## src/design/fct_pkg.sv

```systemverilog
// ----------------------------------------------------------------------------
// fct_pkg: shared types and constants for the formal concept test block
// Holds the word layouts, the command and register codes, the token that
// walks the cell chain and the low-mask helper.
// ----------------------------------------------------------------------------
package fct_pkg;

   localparam int LEFT_MAX    = 16;
   localparam int RIGHT_MAX   = 16;
   localparam int ROW_IDX_W   = $clog2(LEFT_MAX);
   localparam int COUNT_W     = 5;
   localparam int CSR_INDEX_W = 2;

   // commands
   localparam logic CMD_LOAD = 1'b0;
   localparam logic CMD_TEST = 1'b1;

   // register indexes
   localparam logic [CSR_INDEX_W-1:0] CSR_LEFT_COUNT  = 2'd0;
   localparam logic [CSR_INDEX_W-1:0] CSR_RIGHT_COUNT = 2'd1;

   typedef struct packed {
      logic                 command;
      logic [ROW_IDX_W-1:0] row_index;
      logic [RIGHT_MAX-1:0] row_bits;
      logic [LEFT_MAX-1:0]  left_set;
   } req_type;

   typedef struct packed {
      logic [RIGHT_MAX-1:0] right_set;
      logic                 is_concept;
   } rsp_type;

   // check = 0: closure pass, acc narrows; check = 1: maximality pass
   typedef struct packed {
      logic                 valid;
      logic                 check;
      logic [RIGHT_MAX-1:0] acc;
      logic                 maximal;
   } token_type;

   // ones in the low n bits, all ones when n covers the whole word
   function automatic logic [RIGHT_MAX-1:0] low_mask(input logic [COUNT_W-1:0] n);
      logic [RIGHT_MAX-1:0] m;
      if (n >= COUNT_W'(RIGHT_MAX)) begin
         m = '1;
      end else begin
         m = (RIGHT_MAX'(1) << n) - RIGHT_MAX'(1);
      end
      return m;
   endfunction

endpackage

```

## src/design/fct_cell.sv

```systemverilog
// ----------------------------------------------------------------------------
// fct_cell: one left vertex of the chain
// Stores the neighbour row of its vertex and applies it to the token that
// passes through, one cell per cycle.
// ----------------------------------------------------------------------------
module fct_cell (
   input  logic                             clock,
   input  logic                             reset,
   input  fct_pkg::token_type               tok_i,
   output fct_pkg::token_type               tok_o,
   input  logic                             wr_en,
   input  logic [fct_pkg::RIGHT_MAX-1:0]    wr_row,
   input  logic                             chosen,
   input  logic                             in_use
);
   import fct_pkg::*;

   logic [RIGHT_MAX-1:0] row_ff, row_in;
   token_type            tok_ff, tok_in;
   logic                 hit;

   assign row_in = wr_en ? wr_row : row_ff;
   assign hit    = ((row_ff & tok_i.acc) == tok_i.acc);

   always_comb begin
      tok_in = tok_i;
      if (!tok_i.check) begin
         if (chosen) begin
            tok_in.acc = tok_i.acc & row_ff;
         end
      end else if (in_use && !chosen && hit) begin
         // an unchosen vertex covers the closure: set is not maximal
         tok_in.maximal = 1'b0;
      end
   end

   always_ff @(posedge clock) begin
      row_ff <= row_in;
   end

   always_ff @(posedge clock) begin
      if (reset) begin
         tok_ff <= '0;
      end else begin
         tok_ff <= tok_in;
      end
   end

   assign tok_o = tok_ff;

endmodule

```

## src/design/formal_concept_test_top.sv

```systemverilog
// ----------------------------------------------------------------------------
// formal_concept_test_top: closure and maximality test over neighbour rows
// A chain of cells, one per left vertex, holds the neighbour rows and walks
// a token through them to form the closure and the concept flag.
// ----------------------------------------------------------------------------
// A load word is taken and the block is ready again right away.
// A test word runs from accept to response in steps: a launch state, the
// closure token crossing the 16-cell chain, the maximality token crossing
// it again, and a move of the result into the output register. The block
// takes the next word once the result sits in that register; if the
// previous response is still waiting there, the finished result is held
// until it drains. Configuration writes are taken in every cycle.
module formal_concept_test_top (
   input  logic                           clock,
   input  logic                           reset,
   input  logic                           req_valid,
   output logic                           req_ready,
   input  fct_pkg::req_type               req_data,
   output logic                           rsp_valid,
   input  logic                           rsp_ready,
   output fct_pkg::rsp_type               rsp_data,
   input  logic                           csr_valid,
   output logic                           csr_ready,
   input  logic [fct_pkg::CSR_INDEX_W-1:0] csr_index,
   input  logic [fct_pkg::COUNT_W-1:0]    csr_wdata
);
   import fct_pkg::*;

   localparam logic [2:0] ST_IDLE   = 3'd0;
   localparam logic [2:0] ST_LAUNCH = 3'd1;
   localparam logic [2:0] ST_CLOSE  = 3'd2;
   localparam logic [2:0] ST_CHECK  = 3'd3;
   localparam logic [2:0] ST_DONE   = 3'd4;

   logic [2:0]           state_ff, state_in;
   logic [LEFT_MAX-1:0]  chosen_ff, chosen_in;
   logic [RIGHT_MAX-1:0] closure_ff, closure_in;
   logic                 maximal_ff, maximal_in;
   logic                 rsp_valid_ff, rsp_valid_in;
   rsp_type              rsp_data_ff, rsp_data_in;
   logic [COUNT_W-1:0]   left_count_ff, left_count_in;
   logic [COUNT_W-1:0]   right_count_ff, right_count_in;

   logic [LEFT_MAX-1:0]  use_mask;
   logic [RIGHT_MAX-1:0] row_mask;
   logic                 req_fire, load_fire, test_fire;
   token_type            tok [0:LEFT_MAX];
   token_type            launch_tok;
   token_type            chain_out;

   assign use_mask  = LEFT_MAX'(low_mask(left_count_ff));
   assign row_mask  = low_mask(right_count_ff);

   assign req_ready = (state_ff == ST_IDLE);
   assign req_fire  = req_valid && req_ready;
   assign load_fire = req_fire && (req_data.command == CMD_LOAD);
   assign test_fire = req_fire && (req_data.command == CMD_TEST);

   assign chain_out = tok[LEFT_MAX];

   // ---- cell chain --------------------------------------------------------
   for (genvar i = 0; i < LEFT_MAX; i++) begin : g_cell
      fct_cell u_cell (
         .clock  (clock),
         .reset  (reset),
         .tok_i  (tok[i]),
         .tok_o  (tok[i+1]),
         .wr_en  (load_fire && (req_data.row_index == ROW_IDX_W'(i))),
         .wr_row (req_data.row_bits & row_mask),
         .chosen (chosen_ff[i]),
         .in_use (use_mask[i])
      );
   end

   // ---- token launch ------------------------------------------------------
   always_comb begin
      launch_tok         = '0;
      launch_tok.acc     = '1;
      launch_tok.maximal = 1'b1;
      if (state_ff == ST_LAUNCH) begin
         launch_tok.valid = 1'b1;
      end else if (state_ff == ST_CLOSE && chain_out.valid) begin
         // turn the closure around for the maximality pass
         launch_tok.valid = 1'b1;
         launch_tok.check = 1'b1;
         launch_tok.acc   = chain_out.acc;
      end
   end

   assign tok[0] = launch_tok;

   // ---- sequencer ---------------------------------------------------------
   always_comb begin
      state_in     = state_ff;
      chosen_in    = chosen_ff;
      closure_in   = closure_ff;
      maximal_in   = maximal_ff;
      rsp_valid_in = rsp_valid_ff && !rsp_ready;
      rsp_data_in  = rsp_data_ff;
      unique case (state_ff)
         ST_IDLE: begin
            if (test_fire) begin
               chosen_in = req_data.left_set & use_mask;
               state_in  = ST_LAUNCH;
            end
         end
         ST_LAUNCH: begin
            state_in = ST_CLOSE;
         end
         ST_CLOSE: begin
            if (chain_out.valid) begin
               closure_in = (chosen_ff != '0) ? chain_out.acc : '0;
               state_in   = ST_CHECK;
            end
         end
         ST_CHECK: begin
            if (chain_out.valid) begin
               maximal_in = chain_out.maximal;
               state_in   = ST_DONE;
            end
         end
         ST_DONE: begin
            // hold until the output register is free
            if (!rsp_valid_ff || rsp_ready) begin
               rsp_valid_in           = 1'b1;
               rsp_data_in.right_set  = closure_ff;
               rsp_data_in.is_concept = (closure_ff != '0) && maximal_ff;
               state_in               = ST_IDLE;
            end
         end
         default: begin
            state_in = ST_IDLE;
         end
      endcase
   end

   // ---- configuration -----------------------------------------------------
   assign csr_ready = 1'b1;

   always_comb begin
      left_count_in  = left_count_ff;
      right_count_in = right_count_ff;
      if (csr_valid) begin
         unique case (csr_index)
            CSR_LEFT_COUNT:  left_count_in  = csr_wdata;
            CSR_RIGHT_COUNT: right_count_in = csr_wdata;
            default: ;
         endcase
      end
   end

   always_ff @(posedge clock) begin
      if (reset) begin
         state_ff       <= ST_IDLE;
         rsp_valid_ff   <= 1'b0;
         left_count_ff  <= COUNT_W'(LEFT_MAX);
         right_count_ff <= COUNT_W'(RIGHT_MAX);
      end else begin
         state_ff       <= state_in;
         rsp_valid_ff   <= rsp_valid_in;
         left_count_ff  <= left_count_in;
         right_count_ff <= right_count_in;
      end
   end

   always_ff @(posedge clock) begin
      chosen_ff   <= chosen_in;
      closure_ff  <= closure_in;
      maximal_ff  <= maximal_in;
      rsp_data_ff <= rsp_data_in;
   end

   assign rsp_valid = rsp_valid_ff;
   assign rsp_data  = rsp_data_ff;

endmodule

```

## config.mk

```make
export PLATFORM = sky130hd
export DESIGN_NAME = formal_concept_test_top
export DESIGN_NICKNAME = d
export VERILOG_FILES = /design/src/design/fct_pkg.sv /design/src/design/fct_cell.sv /design/src/design/formal_concept_test_top.sv
export SDC_FILE = /design/constraint.sdc
export NUM_CORES = 1
export LEC_CHECK = 0
export BUFFER_PORTS_ARGS = -buffer_cell sky130_fd_sc_hd__buf_2
export CAP_MARGIN = 20
export CELL_PAD_IN_SITES_DETAIL_PLACEMENT = 0
export CELL_PAD_IN_SITES_GLOBAL_PLACEMENT = 2
export CORE_MARGIN = 2
export CORE_UTILIZATION = 43
export CTS_BUF_LIST = sky130_fd_sc_hd__clkbuf_4 sky130_fd_sc_hd__clkbuf_8 sky130_fd_sc_hd__clkbuf_16
export CTS_CLUSTER_DIAMETER = 60
export DETAILED_ROUTE_END_ITERATION = 10
export PLACE_DENSITY = 0.76
export SYNTH_ARGS = -nofsm -noshare
export SYNTH_HDL_FRONTEND = slang
export SYNTH_SLANG_ARGS = --single-unit
```

## constraint.sdc

```tcl
create_clock -name clock -period 4.11 [get_ports clock]
set_input_delay 0.822 -clock clock [delete_from_list [all_inputs] [get_ports clock]]
set_output_delay 0.822 -clock clock [all_outputs]
set_load 0.1 [all_outputs]
```

==> metrics.md, run 1 <==
| Metric | Value |
|---|---|
| DP HPWL | between 30 and 40 mm |
| Clock skew | 0.0157 ns |
| Routed wire length | approximately 58 mm |
| Core ar. | between 50000 and 60000 um^2 |
| Gate power share | under 10% |
| Std-Cell Rows | 83 |
| Final setup violating endpoints | 0 |
| Synth Cell Area | about 22000 um^2 |
| Number of max-cap violations | 0 |
| Resize count post-CTS | 0 |
| Area growth, synth to finish | 15.8% |
| Max-slew violations | 0 |
| Synth top area share | slightly above 40% |
| Reg2reg end | g_cell[11].u_cell.row_ff[10] |
| Critical path origin | state_ff[2] |
| Die ar. | around 54000 um^2 |
| Hold Path End | maximal_ff |
| Final nets | around 1900 |
| CP Max Fanout | 12 |
| Run status | completed |
| Max Buffers Root-to-Sink | 3 |
| Initial antenna violation count | 6 |
| Post-DP Area | roughly 24000 um^2 |
| Slew @ Worst Pin | between 1 and 1.5 ns |
| Hold path depth | 0 |
| Vias after detailed routing | approximately 14000 |
| Worst Path Arrival | 1.86 ns |
| Drc violations | 0 |
| Largest net degree at the start of global routing | between 100 and 150 |
| Worst Path Required | 3.29 ns |
| Sw Pwr | 2.93 mW |
| Final Hold Fails | 0 |
| Post-Syn Nets | roughly 1800 |
| # IOs | 69 |
| Cells after Synth | roughly 1800 |
| Gpl congestion | 0.822 |
| Final Core Density | roughly 50% |
| Share of cells above drive strength 1 | between 10% and 20% |
| Cell Int Power | ~11 mW |
| Peak supply drop | 0.000334 V |
| DR vias/cell | 5.37 |
| Seq cells post-synth | a little over 600 |
| Reg-to-Reg Start | right_count_ff[3] |
| Post-synth EDFFs | around 300 |
| Clock tree from TritonCTS | yes |
| Layout Cells excl Fill | about 2600 |
| Max-slew headroom | 27.6% |
| RSZ-0062 raised after global routing | no |
| First-pass GRT wire length | ~86 mm |
| Worst reg2reg setup slack | between 1 and 1.5 ns |
| GRT Residual Overflow | 0 |
| Setup Crit Path Kind | flop to primary output |
| Clock H-tree levels | 3 |
| Die X | 232 um |
| N_diodes | 0 |
| Post-Syn Area per Cell | roughly 13 um^2 |
| CTS Buf Count | slightly below 70 |
| Buffer count from post-CTS setup fixing | 0 |
| Clock share of power | 46.0% |
| Min-delay src | g_cell[15].u_cell.tok_o[0] |
| Most common cell in the netlist | dfxtp_1 |
| IO buf count | 67 |
| Synth top area cells | edfxtp_1 41%, dfxtp_1 28%, o211a_1 6.5% |
| Dpl cells | between 2000 and 2500 |
| Tot GR Track Use | between 20% and 30% |
| Sequential area share after synthesis | 69.5% |
| First-pass detailed-route iteration total | 8 |
| Post-synth top cells | 317 x dfxtp_1, 306 x edfxtp_1, 207 x inv_1 |
| Switching share of power | around 22% |
| Final period util | around 65% |
| Ys async rst share | 0% |
| Routed WL per cell | around 22 um |
| Die Y-Extent | around 230 um |
| Ys flop type | dfxtp_1 |
| Synth unique cells | 69 |
| Antenna-violating nets left | 0 |
| HP Class | flop to flop |
| 1st-iter DRT viols | around 1100 |
| Minimum clock period | 2.68 ns |
| Leakage | approximately 11 nW |
| Synth Warn # | 0 |
| Post-route cell area | between 20000 and 30000 um^2 |
| Share of power burned in registers | between 40% and 50% |
| Clock root cell | clkbuf_16 |
| Depth of the most critical reg-to-reg path | 8 |
| TritonCTS Sinks | 623 |
| WHS | slightly above 0.4 ns |
| Vias in the first global route | approximately 14000 |
| Critical path endpoint category | primary output |
| Clock Latency Late Sink | slightly below 0.6 ns |
| Filler cell count | 4496 |
| Worst-path clk slew | ~0.060 ns |
| Initial Utilization | 43.5% |
| Setup crit start kind | flop |
| Hold_buf cts | 0 |
| Fmax | between 0.3 and 0.4 GHz |
| Yosys top cell by area | edfxtp_1 |
| Pwr dens | roughly 520 nW/um^2 |
logic make-up after synthesis:
logic type / count (synthesis) / synth area share [%]
flops: 623 / 69.5
simple gates: 515 / 12.0
compound gates: 320 / 12.6
buf+inv: 299 / 5.23
mux: 9 / 0.409
fa+ha+maj: 2 / 0.112
xor+xnor: 2 / 0.0784
other cells: 1 / 0.0168
layout by cell type, fill, tap and decap left out, drive strengths merged, types with 6 or more instances in the layout:
master   synthesis  final
o211a          146    146
mux2i            8      8
nor2           160    160
a311oi          16     16
nand3            9      9
inv            215    216
a2111oi         10     10
clkinv           0     22
and3            10     10
a21boi           6      6
dfxtp          317    317
nand3b           8      8
o22ai           56     56
a221oi          16     16
nor4            25     25
edfxtp         306    306
nand2           27     27
buf             20    101
and2            28     28
nor2b           72     72
clkbuf          64     95
a21oi           19     19
nand4b           8      8
a222oi           9      9
bufinv           0      6
nor3           114    114
nand2b          38     38
power groups by stage:
stage / Sequential, mW / Combinational, mW / Clock, mW
after floorplan: 6.79 / 0.382 / 0
after global placement: 6.81 / 0.613 / 0
after detailed placement: 6.82 / 0.621 / 0
after CTS: 6.68 / 0.623 / 6.32
after global routing: 6.69 / 0.662 / 6.57
final: 6.68 / 0.615 / 6.21
worst max-delay path: stages (launching register included):
cell and delay, ns:
dfxtp_1 0.42, nor3_2 0.36, buf_2 0.49
per-stage QoR:
stage | power [mW] | setup WS [ns] | TNS [ns]
4_1_cts | 13.6 | 1.35 | 0
6_report | 13.5 | 1.43 | 0
3_5_place_dp | 7.44 | 1.47 | 0
2_1_floorplan | 7.18 | -0.0374 | -1.80
5_1_grt | 13.9 | 1.25 | 0
3_3_place_gp | 7.43 | 1.59 | 0
flip-flops by register name, summed over array words and instances (netlist names):
name	count
right_count_ff	5
g_cell.u_cell.row_ff	256
left_count_ff	5
state_ff	3
closure_ff	16
maximal_ff	1
rsp_valid	1
chosen_ff	16
rsp_data	17
g_cell.u_cell.tok_o	303
final cells by class:
type	instances	area [um^2]	area share, %
repair buffers	101	617	2.38
clock inverters	29	292	1.13
flip-flops and latches	623	15500	60.0
inverters	215	810	3.13
clock buffers	95	2030	7.84
well taps	680	851	3.29
multi-input cells	849	5750	22.2
worst max path at each step:
stage,to,depth (start not counted)
floorplan,g_cell[12].u_cell.row_ff[0],4
global placement,g_cell[14].u_cell.row_ff[10],8
detailed placement,g_cell[14].u_cell.row_ff[10],8
CTS,req_ready,2
global route,g_cell[12].u_cell.row_ff[12],8
finish,req_ready,2
layer usage:
layer	up-vias	global-route usage, %	share of wire, %
li1	6517	-	-
met1	6916	31.0	46
met2	401	34.1	46
met3	77	4.17	6.1
met4	2	5.55	1.9
met5	-	0	0.017
Power figures use the tool's default switching activity.
==> inputs of run 2 (changes only) <==
- clock period: 4.11 -> 2.7 ns (I/O delays scaled with it)
==> run 2 against run 1 <==
Effect of this change: clock power up 45%; register-to-register slack worse by 1.2 ns; die area unchanged; sequential power up 51%; hold slack worse by 0.14 ns; combinational power up 63%; first-iteration DRC count down 4.3%; power up 49%; clock skew up 0.018 ns; final cell count up 0.77%; routed wire length down 1.9%; critical endpoint is now g_cell[12].u_cell.row_ff[10]; largest cell class unchanged.
==> metrics.md, run 2 (synthesis gave the netlist of run 1 again) <==
| Metric | Value |
|---|---|
| Most common cell after layout, fill and taps aside | dfxtp_1 |
| Peak supply drop | 0.000465 V (+39%) |
| Gpl congestion | 0.796 (-3.1%) |
| IO buf count | 67 (unchanged) |
| Final Core Density | 50.8% (+0.33 points) |
| Area growth, synth to finish | 16.6% |
| Crit path buf inv count | 0 (-1) |
| Reg-to-Reg Start | right_count_ff[4] |
| Final setup violating endpoints | 0 (unchanged) |
| Clock Latency Late Sink | 0.60 ns (about the same) |
| Hold_buf cts | 0 (unchanged) |
| Worst Path Arrival | 2.68 ns (+0.82 ns) |
| Setup crit start kind | flop |
| Leakage | 10.8 nW (+0.58%) |
| Min-delay src | req_data[2] |
| Std-Cell Rows | 83 (unchanged) |
| Max-slew violations | 0 (unchanged) |
| Die Y-Extent | 232 um (unchanged) |
| CP Cell Sequence | nor2_1 -> nand3_1 -> ha_1 -> nor2_1 -> a32o_1 -> a211oi_1 -> nor2b_2 |
| 1st-iter DRT viols | 1037 (-4.3%) |
| TritonCTS Sinks | 623 (unchanged) |
| Worst setup margin | 0.265 ns (-1.16 ns) |
| CP Max Fanout | 16 (+4) |
| Slowest stage delay, CP | 0.78 ns (+0.29 ns) |
| DR vias/cell | 5.27 (-1.8%) |
| DP HPWL | 37.9 mm (-0.55%) |
| Share of cells above drive strength 1 | 15.5% (+1.7 points) |
| Layout Cells excl Fill | 2612 (+0.77%) |
| Run status | completed |
| Post-route cell area | 26000 um^2 (+0.65%) |
| Post-DP Area | 23800 um^2 (+1.2%) |
| Largest net degree at the start of global routing | 126 (+15%) |
| Largest register FFs | 303 (unchanged) |
| First-pass detailed-route iteration total | 7 (-1) |
| Initial antenna violation count | 4 (-2) |
| Top Family by Delay on Critical Path | simple AND/OR/NAND/NOR gates |
| # IOs | 69 (unchanged) |
| Routed wire length | 56.9 mm (-1.9%) |
| Core ar. | 51300 um^2 (unchanged) |
| Antenna-violating nets left | 0 (unchanged) |
| Final period util | 90.2% |
| Dpl cells | 2490 (+0.89%) |
| Post-Place Worst Slack | 0.259 ns (-1.21 ns) |
| Slew @ Worst Pin | 0.994 ns (-0.0892 ns) |
| Worst-path clk slew | 0.06 ns (about the same) |
| Resize count post-CTS | 0 (unchanged) |
| Clock root cell | clkbuf_16 |
| First-pass GRT wire length | 85.0 mm (-1.4%) |
| Initial Utilization | 43.5% (unchanged) |
| Max Buffers Root-to-Sink | 3 (unchanged) |
| Vias after detailed routing | 13800 (-1.0%) |
| Fmax | 0.411 GHz |
| Minimum clock period | 2.44 ns |
| Worst Path Required | 2.95 ns (-0.34 ns) |
| CTS Buf Count | 66 (-2.9%) |
| GRT Residual Overflow | 0 (unchanged) |
| Commonest non-fill, non-tap cells in the layout | 317 x dfxtp_1, 306 x edfxtp_1, 207 x inv_1, 146 x nor2_1, 146 x o211a_1 |
| Critical path origin | right_count_ff[4] |
| Number of max-cap violations | 0 (unchanged) |
| Final nets | 1929 (+1.0%) |
| Pwr dens | 775 nW/um^2 (+48%) |
| CP max-delay cell | nor2b_2 |
| Setup Crit Path Kind | flop to flop |
| Final Hold Fails | 0 (unchanged) |
| Critical path endpoint category | flop |
| Most used cell, CP | nor2_1 |
| Die ar. | 53800 um^2 (unchanged) |
| Buffer count from post-CTS setup fixing | 0 (unchanged) |
| Tot GR Track Use | 21.5% (-0.26 points) |
| RSZ-0062 raised after global routing | no |
| Max-slew headroom | 33.4% (+5.8 points) |
| Clock tree from TritonCTS | yes |
| Routed WL per cell | 21.8 um (-2.6%) |
| HP Class | primary input to flop |
| Die X | 232 um (unchanged) |
| Drc violations | 0 (unchanged) |
| Vias in the first global route | 13600 (-0.44%) |
| Clock skew | 0.0335 ns (+0.0179 ns) |
| Clock H-tree levels | 3 (unchanged) |
[run 2: cell count changes in the layout (fill, tap and decap cells not counted), moves of 5 or more]
cell	before	now
clkbuf_8	3	13
buf_4	32	51
clkinv_1	8	2
nor2_1	156	146
nor2_2	4	11
clkbuf_16	74	69
[run 2: path summary, 6_finish.rpt]
check	to	slack [ns]	cells past startpoint
worst max-delay path	g_cell[12].u_cell.row_ff[10]	0.26	7
worst min-delay path	chosen_ff[2]	0.27	2
worst max register to register	g_cell[12].u_cell.row_ff[10]	0.26	7
worst min register to register	g_cell[12].u_cell.tok_o[0]	0.41	2
[run 2: metrics by stage]
| stage | power, mW | setup TNS [ns] | hold slack [ns] |
|---|---|---|---|
| after floorplan | 10.9 | -15.21 | 0.386 |
| after global placement | 11.3 | 0 | 0.394 |
| after detailed placement | 11.4 | 0 | 0.395 |
| after CTS | 20.4 | 0 | 0.243 |
| after global routing | 20.8 | 0 | 0.255 |
| final | 20.2 | 0 | 0.269 |
[run 2: per-layer routing]
layer,GRT usage (%),vias up,part of all wire [%]
met2,34.3,328,46
met1,30.1,6781,46
met3,3.55,98,4.6
met5,0,-,0
met4,6.45,0,2.5
li1,-,6560,-
[run 2: final cells by class]
class / count / area, um^2
Clock inverter: 22 / 181
Fill cell: 4506 / 25300
Multi-Input combinational cell: 849 / 5820
Sequential cell: 623 / 15500
Tap cell: 680 / 851
Clock buffer: 98 / 2030
Inverter: 215 / 810
Timing Repair Buffer: 123 / 820
Antenna cell: 2 / 5.00
[run 2: power by group]
group          switching [mW]  leakage, nW  internal (mW)
clock network            3.62         1.11           5.41
logic                   0.752         4.38          0.249
registers              0.0917         5.33           10.1
